## src/hdl/bmr_pkg.sv

```systemverilog
// ----------------------------------------------------------------------------
// bmr_pkg: shared types and constants for the bank mapper with RTC
// Item layouts, command and target codes, address windows and clock limits.
// ----------------------------------------------------------------------------
package bmr_pkg;

  // Configuration port
  localparam int PADDR_W = 3;
  localparam int PDATA_W = 32;
  localparam logic REG_RAM_PRESENT = 1'b0;  // register index, paddr[2]

  // Commands
  localparam logic [1:0] CMD_READ  = 2'd0;
  localparam logic [1:0] CMD_WRITE = 2'd1;
  localparam logic [1:0] CMD_TICK  = 2'd2;
  localparam logic [1:0] CMD_NONE  = 2'd3;

  // Targets
  localparam logic [1:0] TGT_NONE = 2'd0;
  localparam logic [1:0] TGT_ROM  = 2'd1;
  localparam logic [1:0] TGT_RAM  = 2'd2;
  localparam logic [1:0] TGT_RTC  = 2'd3;

  // Control write regions, address[14:13] below 0x8000
  localparam logic [1:0] CTL_RAM_EN   = 2'd0;
  localparam logic [1:0] CTL_ROM_BANK = 2'd1;
  localparam logic [1:0] CTL_BANK_SEL = 2'd2;
  localparam logic [1:0] CTL_LATCH    = 2'd3;

  localparam logic [2:0]  EXT_WINDOW  = 3'b101;   // 0xA000-0xBFFF, address[15:13]
  localparam logic [3:0]  RAM_EN_KEY  = 4'hA;
  localparam logic [7:0]  RTC_SEL_LO  = 8'h08;
  localparam logic [7:0]  RTC_SEL_HI  = 8'h0C;
  localparam logic [7:0]  RAM_SEL_LIM = 8'h04;
  localparam logic [7:0]  BAD_DATA    = 8'hFF;

  // RTC register indexes (bank_select - 0x08)
  localparam logic [2:0] RTC_SEC  = 3'd0;
  localparam logic [2:0] RTC_MIN  = 3'd1;
  localparam logic [2:0] RTC_HOUR = 3'd2;
  localparam logic [2:0] RTC_DL   = 3'd3;
  localparam logic [2:0] RTC_DH   = 3'd4;

  localparam int DH_HALT_BIT  = 6;
  localparam int DH_CARRY_BIT = 7;

  localparam int SECS_PER_MIN  = 60;
  localparam int MINS_PER_HOUR = 60;
  localparam int HOURS_PER_DAY = 24;
  localparam longint SECS_PER_DAY = 86400;

  // Saturation point of the pending count (0xFFFFFFFF seconds) in d/h/m/s
  localparam longint PEND_MAX   = 64'hFFFF_FFFF;
  localparam longint PEND_REM   = PEND_MAX % SECS_PER_DAY;
  localparam logic [15:0] PEND_SAT_DAY  = 16'(PEND_MAX / SECS_PER_DAY);
  localparam logic [4:0]  PEND_SAT_HOUR = 5'(PEND_REM / 3600);
  localparam logic [5:0]  PEND_SAT_MIN  = 6'((PEND_REM % 3600) / 60);
  localparam logic [5:0]  PEND_SAT_SEC  = 6'(PEND_REM % 60);

  typedef struct packed {
    logic [1:0]  cmd;
    logic [15:0] address;
    logic [7:0]  data;
  } req_t;

  typedef struct packed {
    logic [1:0]  target;
    logic [20:0] phys_addr;
    logic        ram_write_strobe;
    logic [7:0]  read_data;
    logic        bad_access;
  } rsp_t;

  // Requests from the mapper to the clock unit
  typedef struct packed {
    logic       tick;     // one-second tick
    logic       latched;  // ticks go to the pending count
    logic       apply;    // unlatch: add the pending count to the clock
    logic       wr_en;    // register write
    logic [2:0] sel;      // register index for read and write
    logic [7:0] wdata;
  } rtc_ctl_t;

endpackage

```

## src/hdl/bank_mapper_with_rtc.sv

```systemverilog
// ----------------------------------------------------------------------------
// bank_mapper_with_rtc: cartridge bank mapper with real-time clock
// Maps bus reads and writes to ROM/RAM addresses or RTC registers.
// ----------------------------------------------------------------------------
// Every item is one bus read, bus write or one-second tick and yields exactly
// one result item. Items enter an input register, are decoded and applied to
// the mapper and clock state, and the result lands in an output register;
// one item per cycle is sustained while the result side does not stall, and
// the input refills as it drains. A held result does not block the
// input side: one more item is taken into the input register while the
// result waits. Writes below 0x8000 program RAM enable, ROM bank (0 reads as
// 1), the RAM bank / RTC select and the latch (write 0 then 1 to toggle).
// While latched, ticks build up a pending count (saturating at 0xFFFFFFFF
// seconds, kept as days/hours/minutes/seconds) that is added to the clock
// on unlatch. ram_present (APB offset 0x0) should only be written while idle.
// ----------------------------------------------------------------------------
module bank_mapper_with_rtc (
  input  logic                        clk,
  input  logic                        rst,
  // request channel
  input  logic                        req_valid,
  output logic                        req_stall,
  input  bmr_pkg::req_t               req,
  // result channel
  output logic                        rsp_valid,
  input  logic                        rsp_stall,
  output bmr_pkg::rsp_t               rsp,
  // configuration port
  input  logic                        psel,
  input  logic                        penable,
  input  logic                        pwrite,
  input  logic [bmr_pkg::PADDR_W-1:0] paddr,
  input  logic [bmr_pkg::PDATA_W-1:0] pwdata,
  output logic [bmr_pkg::PDATA_W-1:0] prdata,
  output logic                        pready
);
  import bmr_pkg::*;

  // Input stage
  logic       req_full;
  req_t       req_q;
  logic       work;       // the held item is processed this cycle
  logic       accept;

  // Mapper state
  logic       ram_present;
  logic [6:0] rom_bank;
  logic [7:0] bank_select;
  logic       ram_enable;
  logic       latch_armed;
  logic       latched;

  logic [6:0] rom_bank_next;
  logic [7:0] bank_select_next;
  logic       ram_enable_next;
  logic       latch_armed_next;
  logic       latched_next;

  rsp_t       rsp_next;
  rtc_ctl_t   ctl;
  logic [7:0] rtc_rd;
  logic       bad;
  logic       in_window;
  logic       sel_ram;
  logic       sel_rtc;
  logic [20:0] ram_addr;

  // --- Handshake: input register feeds the output register ---
  assign work      = req_full && (!rsp_valid || !rsp_stall);
  assign req_stall = req_full && !work;
  assign accept    = req_valid && !req_stall;

  always_ff @(posedge clk) begin
    if (rst) begin
      req_full <= 1'b0;
    end else if (accept) begin
      req_full <= 1'b1;
    end else if (work) begin
      req_full <= 1'b0;
    end
  end

  always_ff @(posedge clk) begin
    if (accept) req_q <= req;
  end

  // --- Configuration port ---
  assign pready = 1'b1;
  assign prdata = (paddr[2] == REG_RAM_PRESENT) ? PDATA_W'(ram_present) : '0;

  always_ff @(posedge clk) begin
    if (rst) begin
      ram_present <= 1'b1;
    end else if (psel && penable && pwrite && pready && paddr[2] == REG_RAM_PRESENT) begin
      ram_present <= pwdata[0];
    end
  end

  // --- Decode ---
  assign in_window = (req_q.address[15:13] == EXT_WINDOW);
  assign sel_ram   = (bank_select < RAM_SEL_LIM);
  assign sel_rtc   = (bank_select >= RTC_SEL_LO) && (bank_select <= RTC_SEL_HI);
  // bank * 8 KiB + offset within the window
  assign ram_addr  = 21'({bank_select[1:0], req_q.address[12:0]});

  always_comb begin
    rsp_next         = '0;
    bad              = 1'b0;
    ctl              = '0;
    ctl.latched      = latched;
    ctl.sel          = bank_select[2:0];   // 0x08..0x0C -> 0..4
    ctl.wdata        = req_q.data;
    rom_bank_next    = rom_bank;
    bank_select_next = bank_select;
    ram_enable_next  = ram_enable;
    latch_armed_next = latch_armed;
    latched_next     = latched;

    case (req_q.cmd)
      CMD_TICK: begin
        ctl.tick = 1'b1;
      end
      CMD_NONE: begin
        bad = 1'b1;
      end
      default: begin
        if (!req_q.address[15]) begin
          if (req_q.cmd == CMD_READ) begin
            // bank 0 fixed at 0x0000, switchable bank at 0x4000
            rsp_next.target = TGT_ROM;
            if (!req_q.address[14]) begin
              rsp_next.phys_addr = 21'(req_q.address[13:0]);
            end else begin
              rsp_next.phys_addr = {rom_bank, req_q.address[13:0]};
            end
          end else begin
            case (req_q.address[14:13])
              CTL_RAM_EN: begin
                if (ram_present) ram_enable_next = (req_q.data[3:0] == RAM_EN_KEY);
              end
              CTL_ROM_BANK: begin
                rom_bank_next = (req_q.data[6:0] == '0) ? 7'd1 : req_q.data[6:0];
              end
              CTL_BANK_SEL: begin
                bank_select_next = req_q.data;
              end
              default: begin
                if (latch_armed && req_q.data == 8'd1) begin
                  latched_next     = !latched;
                  latch_armed_next = 1'b0;
                  ctl.apply        = latched;   // releasing the latch
                end else begin
                  latch_armed_next = (req_q.data == 8'd0);
                end
              end
            endcase
          end
        end else if (in_window) begin
          if (sel_ram) begin
            if (ram_present) begin
              rsp_next.target           = TGT_RAM;
              rsp_next.phys_addr        = ram_addr;
              rsp_next.ram_write_strobe = (req_q.cmd == CMD_WRITE) && ram_enable;
            end else if (req_q.cmd == CMD_READ) begin
              bad = 1'b1;
            end
          end else if (sel_rtc) begin
            if (req_q.cmd == CMD_WRITE) begin
              rsp_next.target = TGT_RTC;
              ctl.wr_en       = 1'b1;
            end else if (ram_present) begin
              rsp_next.target    = TGT_RTC;
              rsp_next.read_data = rtc_rd;
            end else begin
              bad = 1'b1;
            end
          end else begin
            bad = 1'b1;
          end
        end else begin
          bad = 1'b1;
        end
      end
    endcase

    if (bad) begin
      rsp_next            = '0;
      rsp_next.read_data  = BAD_DATA;
      rsp_next.bad_access = 1'b1;
    end

    // clock unit only acts on the item being processed
    if (!work) begin
      ctl.tick  = 1'b0;
      ctl.apply = 1'b0;
      ctl.wr_en = 1'b0;
    end
  end

  // --- Mapper state ---
  always_ff @(posedge clk) begin
    if (rst) begin
      rom_bank    <= 7'd1;
      bank_select <= '0;
      ram_enable  <= 1'b0;
      latch_armed <= 1'b0;
      latched     <= 1'b0;
    end else if (work) begin
      rom_bank    <= rom_bank_next;
      bank_select <= bank_select_next;
      ram_enable  <= ram_enable_next;
      latch_armed <= latch_armed_next;
      latched     <= latched_next;
    end
  end

  bmr_rtc u_rtc (
    .clk     (clk),
    .rst     (rst),
    .ctl     (ctl),
    .rd_data (rtc_rd)
  );

  // --- Output register ---
  always_ff @(posedge clk) begin
    if (rst) begin
      rsp_valid <= 1'b0;
    end else if (work) begin
      rsp_valid <= 1'b1;
    end else if (!rsp_stall) begin
      rsp_valid <= 1'b0;
    end
  end

  always_ff @(posedge clk) begin
    if (work) rsp <= rsp_next;
  end

endmodule

```

## src/hdl/bmr_rtc.sv

```systemverilog
// ----------------------------------------------------------------------------
// bmr_rtc: real-time clock registers and pending-second counter
// Advances sec/min/hour/day with carry and halt, counts ticks while latched.
// ----------------------------------------------------------------------------
module bmr_rtc (
  input  logic              clk,
  input  logic              rst,
  input  bmr_pkg::rtc_ctl_t ctl,
  output logic [7:0]        rd_data
);
  import bmr_pkg::*;

  typedef struct packed {
    logic [7:0] sec;
    logic [7:0] min;
    logic [7:0] hour;
    logic [7:0] dl;
    logic [7:0] dh;
  } clk_t;

  clk_t        clock_regs;
  logic [5:0]  p_sec;
  logic [5:0]  p_min;
  logic [4:0]  p_hour;
  logic [15:0] p_day;

  clk_t        tick_next;
  clk_t        apply_next;
  logic        pend_nz;
  logic        pend_sat;
  logic [5:0]  p_sec_next;
  logic [5:0]  p_min_next;
  logic [4:0]  p_hour_next;
  logic [15:0] p_day_next;

  function automatic logic [2:0] div60(input logic [8:0] x);
    logic [2:0] q;
    q = '0;
    for (int k = 1; k <= 5; k++) begin
      if (x >= 9'(SECS_PER_MIN * k)) q = q + 3'd1;
    end
    return q;
  endfunction

  function automatic logic [3:0] div24(input logic [8:0] x);
    logic [3:0] q;
    q = '0;
    for (int k = 1; k <= 11; k++) begin
      if (x >= 9'(HOURS_PER_DAY * k)) q = q + 4'd1;
    end
    return q;
  endfunction

  // Adds d/h/m/s to the clock; inputs stay below 60/60/24 so each carry is small
  function automatic clk_t advance(input clk_t c, input logic [5:0] ps,
                                   input logic [5:0] pm, input logic [4:0] ph,
                                   input logic [15:0] pd);
    logic [8:0]  s;
    logic [8:0]  m;
    logic [8:0]  h;
    logic [2:0]  q1;
    logic [2:0]  q2;
    logic [3:0]  q3;
    logic [16:0] d;
    clk_t        n;
    s  = 9'(c.sec) + 9'(ps);
    q1 = div60(s);
    m  = 9'(c.min) + 9'(pm) + 9'(q1);
    q2 = div60(m);
    h  = 9'(c.hour) + 9'(ph) + 9'(q2);
    q3 = div24(h);
    d  = 17'({c.dh[0], c.dl}) + 17'(pd) + 17'(q3);
    n.sec  = 8'(s - 9'(q1) * 9'(SECS_PER_MIN));
    n.min  = 8'(m - 9'(q2) * 9'(MINS_PER_HOUR));
    n.hour = 8'(h - 9'(q3) * 9'(HOURS_PER_DAY));
    n.dl   = d[7:0];
    n.dh   = c.dh;
    if (d[16:9] != '0) n.dh[DH_CARRY_BIT] = 1'b1;
    n.dh[0] = d[8];
    return n;
  endfunction

  assign tick_next  = advance(clock_regs, 6'd1, 6'd0, 5'd0, 16'd0);
  assign apply_next = advance(clock_regs, p_sec, p_min, p_hour, p_day);
  assign pend_nz    = |{p_sec, p_min, p_hour, p_day};
  assign pend_sat   = (p_sec == PEND_SAT_SEC) && (p_min == PEND_SAT_MIN) &&
                      (p_hour == PEND_SAT_HOUR) && (p_day == PEND_SAT_DAY);

  // Mixed-radix increment of the pending count
  always_comb begin
    p_sec_next  = p_sec + 6'd1;
    p_min_next  = p_min;
    p_hour_next = p_hour;
    p_day_next  = p_day;
    if (p_sec == 6'(SECS_PER_MIN - 1)) begin
      p_sec_next = '0;
      p_min_next = p_min + 6'd1;
      if (p_min == 6'(MINS_PER_HOUR - 1)) begin
        p_min_next  = '0;
        p_hour_next = p_hour + 5'd1;
        if (p_hour == 5'(HOURS_PER_DAY - 1)) begin
          p_hour_next = '0;
          p_day_next  = p_day + 16'd1;
        end
      end
    end
  end

  always_ff @(posedge clk) begin
    if (rst) begin
      clock_regs <= '0;
      p_sec      <= '0;
      p_min      <= '0;
      p_hour     <= '0;
      p_day      <= '0;
    end else if (ctl.apply) begin
      if (pend_nz) clock_regs <= apply_next;
      p_sec  <= '0;
      p_min  <= '0;
      p_hour <= '0;
      p_day  <= '0;
    end else if (ctl.tick && !clock_regs.dh[DH_HALT_BIT]) begin
      if (!ctl.latched) begin
        clock_regs <= tick_next;
      end else if (!pend_sat) begin
        p_sec  <= p_sec_next;
        p_min  <= p_min_next;
        p_hour <= p_hour_next;
        p_day  <= p_day_next;
      end
    end else if (ctl.wr_en) begin
      unique case (ctl.sel)
        RTC_SEC:  clock_regs.sec  <= ctl.wdata;
        RTC_MIN:  clock_regs.min  <= ctl.wdata;
        RTC_HOUR: clock_regs.hour <= ctl.wdata;
        RTC_DL:   clock_regs.dl   <= ctl.wdata;
        RTC_DH:   clock_regs.dh   <= ctl.wdata;
        default: ;
      endcase
    end
  end

  always_comb begin
    unique case (ctl.sel)
      RTC_SEC:  rd_data = clock_regs.sec;
      RTC_MIN:  rd_data = clock_regs.min;
      RTC_HOUR: rd_data = clock_regs.hour;
      RTC_DL:   rd_data = clock_regs.dl;
      RTC_DH:   rd_data = clock_regs.dh;
      default:  rd_data = '0;
    endcase
  end

endmodule

```

## config.mk

```make
export PLATFORM = sky130hd
export DESIGN_NAME = bank_mapper_with_rtc
export DESIGN_NICKNAME = d
export VERILOG_FILES = /design/src/hdl/bmr_pkg.sv /design/src/hdl/bank_mapper_with_rtc.sv /design/src/hdl/bmr_rtc.sv
export SDC_FILE = /design/constraint.sdc
export NUM_CORES = 1
export LEC_CHECK = 0
export BUFFER_PORTS_ARGS = -buffer_cell sky130_fd_sc_hd__clkbuf_2
export CORE_ASPECT_RATIO = 0.7
export CORE_UTILIZATION = 55
export DETAILED_ROUTE_END_ITERATION = 12
export HOLD_SLACK_MARGIN = 0.15
export PLACE_DENSITY = 0.78
export SYNTH_ARGS = -nofsm -noshare
export SYNTH_HDL_FRONTEND = slang
export SYNTH_HIERARCHICAL = 1
export SYNTH_SLANG_ARGS = --single-unit
```

## constraint.sdc

```tcl
create_clock -name clk -period 18.2 [get_ports clk]
set_clock_uncertainty 0.05 [all_clocks]
set_input_delay 3.64 -clock clk [delete_from_list [all_inputs] [get_ports clk]]
set_output_delay 3.64 -clock clk [all_outputs]
set_load 0.02 [all_outputs]
```

==> reports/metrics.yaml, run 1 <==
die_height_um: 139
grt_pass1_vias: 11700
synth_top_family_by_area: "simple AND/OR/NAND/NOR gates"
maxCapViolCount: 0
synth-seq-area-share_pct: 24.8
path_class: "register to register"
fp.dieW_um: 198
p_int_mw: 0.583
yosys-top-cells-area: "dfxtp_1 13%, ha_1 12%, edfxtp_1 12%"
drc_errors: 0
num_vias: 12900
syn-cell-area_um2: 14800
yosysTopAreaCell: "dfxtp_1"
die-area_um2: 27500
r2r_slack_ps: 780
syn_to_final_growth_pct: 11.2
grt.total_usage_pct: 27.5
yosysWarnings: 6
synth_edf_count: 59
holdCritPathClass: "register to register"
yosys.area_share.simple_pct: 18.2
start_util_pct: 56.8
final_max_slew_viol_count: 0
synth_ff_type: "dfxtp_1"
cpMostUsedCell: "ha_1"
endpoint_kind: "register"
swShare_pct: 28.6
cp.arrival_ps: 17660
powerDensity_nw_per_um2: 49.8
avgSynthCellArea_um2: 8.56
htree_levels: 4
cp-start-kind: "register"
io-pin-count: 136
gp_congestion: 0.953
worst-path-max-fanout: 13
synth.most_common_cell: "nor2_1"
period_minus_slack_ps: 17420
p_clk_share_pct: 43.4
clock.fmax_mhz: 57.4
synth_xor_area_share_pct: 10.9
via_per_inst: 5.97
leakagePower_nw: 7.15
portBuffers: 70
tightest_slew_ps: 1130
num_antenna_cells: 0
numCtsBuffers: 17
synth_compound_area_share_pct: 16.5
ir_worst_vdd_mv: 0.0686
synth.top_cell.area_share_pct: 12.8
outcome: "completed"
holdWs_ps: 419
grt_pass1_wl_um: 60600
first_iter_violations: 1181
ys_ff_latch: 153
dp_hpwl_um: 29100
pwr-share-comb_pct: 11.0
ctsRootBufferMaster: "clkbuf_16"
slowest_delay_ps: 490
fin_crit_sh_pct: 95.7
drive_gt1_share_pct: 14.0
antenna_found_initial: 0
cts_hold_buf: 0
final_nets: 2039
seqPwrFrac_pct: 45.6
cts.sink_count: 153
synth_fa_ha_area_share_pct: 17.6
syn_inst: 1724
ctsLongestPathBuffers: 2
wirelength_um: 38800
wl_per_cell_um: 18.0
yosys-top-cells-count: "184 x nor2_1, 146 x ha_1, 125 x inv_1"
critPathRequiredTime_ps: 18440
worst_setup_hold_path_clk_slew_ps: 80
firstDrtPassIters: 6
max_slew_margin_pct: 24.1
hold_viol: 0
setup_violations: 0
core_um2: 26000
synth.distinct_cells: 106
async_flop_share_pct: 0
crit_slowest_cell: "fa_1"
grt-ovfl-total: 0
cts_tree: "built"
grt_max_degree: 70
antenna_left: 0
row_count: 49
clock_insertion_delay_worst_skew_ps: 430
tns_ps: 0
p_sw_mw: 0.234
synth_mux_area_share_pct: 5.15
-- registers in the layout (all words and copies together) (netlist names) --
signal            cells
u_rtc/clock_regs     34
rsp                  33
u_rtc/p_day          16
ram_addr             13
bank_select           8
ctl                   8
rom_bank              7
u_rtc/apply_next      6
u_rtc/p_min           6
u_rtc/p_sec           6
req_q                 5
u_rtc/p_hour          5
latch_armed           1
latched               1
ram_enable            1
ram_present           1
req_full              1
rsp_valid             1
-- metal layers --
| layer | track usage, % | part of all wire (%) |
|---|---|---|
| met3 | 6.44 | 8.9 |
| met2 | 40.2 | 43 |
| met1 | 40.9 | 47 |
| met4 | 6.00 | 1.6 |
| met5 | 0 | 0 |
-- area by class of cell --
cell class	count	area, um2
Multi-Input combinational cell	1376	10600
Tap cell	357	447
Inverter	127	477
Clock buffer	17	425
Fill cell	2213	9580
Timing Repair Buffer	113	673
Sequential cell	153	3660
Clock inverter	15	169
-- path summary, 6_finish.rpt --
check,from,to,depth (start not counted)
worst max register to register,u_rtc/clock_regs[33],u_rtc/clock_regs[7],80
worst max-delay path,u_rtc/clock_regs[33],u_rtc/clock_regs[7],80
worst min register to register,latch_armed,latch_armed,2
worst min-delay path,latch_armed,latch_armed,2
-- worst max-delay path: cells and delay by family, from the launching register on --
kind,cells,cell delay [ps]
xor gates and xnor gates,8,1350
and+or+nand+nor,9,1560
muxes,5,1370
DFF,1,380
adders and majority gates,22,7150
buffers and inverters,5,600
AOI/OAI and AO/OA,31,4790
-- kinds of logic (layout without fill, tap and decap cells) --
family | count (synthesis) | in the layout
AOI/OAI and AO/OA | 372 | 372
DFF | 153 | 153
muxes | 73 | 73
buffers and inverters | 225 | 272
other | 2 | 32
adders and majority gates | 186 | 186
xor gates and xnor gates | 174 | 174
and+or+nand+nor | 539 | 539
-- repair_timing --
item,CTS,global route
pin swaps,0,18
buffers inserted,0,10
endpoints found under the setup margin,1,8
resized for setup,4,67
-- stage by stage --
stage / utilization (%) / instance area [um2] / instances / setup slack [ps] / total power [mW]
2_1_floorplan: - / 14900 / 1754 / 1260 / 0.445
3_3_place_gp: 59.2 / 15400 / 2116 / 564 / 0.463
3_5_place_dp: 59.2 / 15400 / 2116 / 81.2 / 0.466
4_1_cts: 61.6 / 16000 / 2148 / 83.5 / 0.816
5_1_grt: 63.1 / 16400 / 2158 / -150 / 0.844
6_report: 63.1 / 16400 / 2158 / 776 / 0.817
-- power groups by stage --
stage	clock, mW	combinational [mW]	sequential [mW]
floorplan	0	0.0635	0.382
global placement	0	0.0836	0.379
detailed placement	0	0.0859	0.380
CTS	0.357	0.0868	0.372
global route	0.372	0.0981	0.373
finish	0.355	0.0898	0.372
-- cells in the final DEF, fill, tap and decap left out, types with 33 or more instances in the layout --
cell	synthesis	final
dfxtp_1	94	90
fa_1	37	36
o21ai_0	58	53
clkbuf_2	1	70
nand3_1	39	37
xnor2_1	107	100
a211oi_1	36	33
edfxtp_1	59	59
mux2i_1	59	58
inv_1	125	125
a21oi_1	123	113
buf_4	33	43
xor2_1	61	54
ha_1	146	143
nand2_1	105	105
nor2_1	184	181
No activity file was read; power rests on OpenSTA's default activity.
==> run 2, diff against run 1 <==
- PLACE_DENSITY: 0.78 -> 0.75
- clock period: 18.2 -> 19.7 ns (I/O delays scaled with it)
==> reports/metrics.yaml, run 2 (synthesis results as in run 1) <==
utilization_pct: 61.3  # -1.8 points
clock.fmax_mhz: 54.2  # -5.6%
tns_ps: 0  # unchanged
instances_no_fill: 2129  # -1.3%
worst_setup_hold_path_clk_slew_ps: 70  # about the same
final_nets: 2010  # -1.4%
clock_insertion_delay_worst_skew_ps: 440  # about the same
p_sw_mw: 0.206  # -12%
slowest_delay_ps: 550  # +60 ps
grt_max_degree: 70  # unchanged
firstDrtPassIters: 5  # -1
critPathRequiredTime_ps: 19940  # +1500 ps
ctsLongestPathBuffers: 2  # unchanged
power.total_mw: 0.777  # -4.9%
largest_register_ffs: 34  # unchanged
core_um2: 26000  # unchanged
max_slew_margin_pct: 26.7  # +2.6 points
first_iter_violations: 1142  # -3.3%
cp-start-kind: "register"
num_vias: 12600  # -2.0%
hold_viol: 0  # unchanged
critPathTopFamily: "adder cells"
dp_hpwl_um: 28200  # -3.0%
setup_ws_ps: 1250  # +469 ps
leakagePower_nw: 6.96  # -2.7%
cts.sink_count: 153  # unchanged
syn_to_final_growth_pct: 8.08
preCtsSetupSlack_ps: 518  # +437 ps
htree_levels: 4  # unchanged
period_minus_slack_ps: 18450  # +1030 ps
die-area_um2: 27500  # unchanged
antenna_found_initial: 0  # unchanged
cp.arrival_ps: 18700  # +1040 ps
numCtsBuffers: 17  # unchanged
setup_violations: 0  # unchanged
grt.total_usage_pct: 27.3  # -0.26 points
max_flop_register: "u_rtc/clock_regs"
portBuffers: 70  # unchanged
tightest_slew_ps: 1090  # -38.3 ps
ctsRootBufferMaster: "clkbuf_16"
maxCapViolCount: 0  # unchanged
holdCritPathClass: "register to register"
powerDensity_nw_per_um2: 48.7  # -2.2%
final_max_slew_viol_count: 0  # unchanged
wirelength_um: 37100  # -4.4%
swShare_pct: 26.5  # -2.2 points
grt_pass1_vias: 11700  # +0.31%
p_int_mw: 0.571  # -2.0%
cts_tree: "built"
drc_errors: 0  # unchanged
seqPwrFrac_pct: 44.3  # -1.3 points
layout_common_cells: "184 x nor2_1, 145 x ha_1, 125 x inv_1"
ir_worst_vdd_mv: 0.0620  # -9.6%
via_per_inst: 5.94  # -0.62%
gp_congestion: 0.965  # +1.3%
crit_slowest_cell: "dfxtp_1"
num_antenna_cells: 0  # unchanged
design_area_um2: 15900  # -2.8%
grt_pass1_wl_um: 60200  # -0.71%
antenna_left: 0  # unchanged
drive_gt1_share_pct: 10.4  # -3.7 points
cpMostUsedCell: "ha_1"
final_common_cell: "nor2_1"
holdWs_ps: 420  # +1.47 ps
top_regs: "u_rtc/clock_regs x34, rsp x33, u_rtc/p_day x16"
outcome: "completed"
die_height_um: 139  # unchanged
endpoint_kind: "register"
placedInstanceArea_um2: 15200  # -1.1%
io-pin-count: 136  # unchanged
wl_per_cell_um: 17.4  # -3.1%
p_clk_share_pct: 45.4  # +2.0 points
row_count: 49  # unchanged
start_util_pct: 56.8  # unchanged
worst-path-max-fanout: 10  # -3
grt-ovfl-total: 0  # unchanged
path_class: "register to register"
fin_crit_sh_pct: 93.7  # -2.1 points
rsz0062_at_grt: "no"
placedCellCount: 2093  # -1.1%
pwr-share-comb_pct: 10.2  # -0.8 points
fp.dieW_um: 198  # unchanged
path_buf_inv: 3  # -2
## run 2: changes by cell type in the layout (fill, tap and decap cells not counted), moves of 7 or more
cell,change
buf_4,-29
a21oi_1,+8
a21oi_2,-8
xor2_1,+7
## run 2: power by group through the flow
stage	Clock, mW	Combinational [mW]	Sequential [mW]
detailed placement	0	0.0782	0.351
global route	0.369	0.0878	0.345
global placement	0	0.0768	0.351
finish	0.353	0.0795	0.344
floorplan	0	0.0586	0.353
CTS	0.357	0.0789	0.344
## run 2: repair_timing
| action | CTS | global route |
|---|---|---|
| resized for setup | 0 | 14 |
| hold buffers | 0 | 0 |
| endpoints found under the setup margin | 0 | 8 |
| setup buffers | 0 | 4 |
## run 2: final cells by class
type,count,area (um2)
timing repair buffer,84,455
clock buffer,17,425
inverter,127,477
clock inverter,15,204
tap,357,447
multi-input combinational,1376,10300
sequential,153,3650
fill,2248,10000
## run 2: final timing paths
| check | start | to | slack (ps) | cells past startpoint |
|---|---|---|---|---|
| worst max-delay path | u_rtc/clock_regs[33] | u_rtc/clock_regs[7] | 1250 | 77 |
| worst min-delay path | latch_armed | latch_armed | 420 | 2 |
| worst max register to register | u_rtc/clock_regs[33] | u_rtc/clock_regs[7] | 1250 | 77 |
| worst min register to register | latch_armed | latch_armed | 420 | 2 |
## run 2: metal layers
metal  vias up  GRT usage (%)  wire length, um  part of all wire (%)
met5         -              0                0                     0
met4         0           6.45              550                   1.5
met3        41           5.18             3340                   9.0
met2       527           39.5            15300                    41
met1      5964           41.3            17900                    48
li1       6108              -                -                     -
## run 2: tightest hold or removal path, cell delays in order (launching register included)
cell and delay, ps:
dfxtp_1 310, nand2_1 50, a21oi_1 60
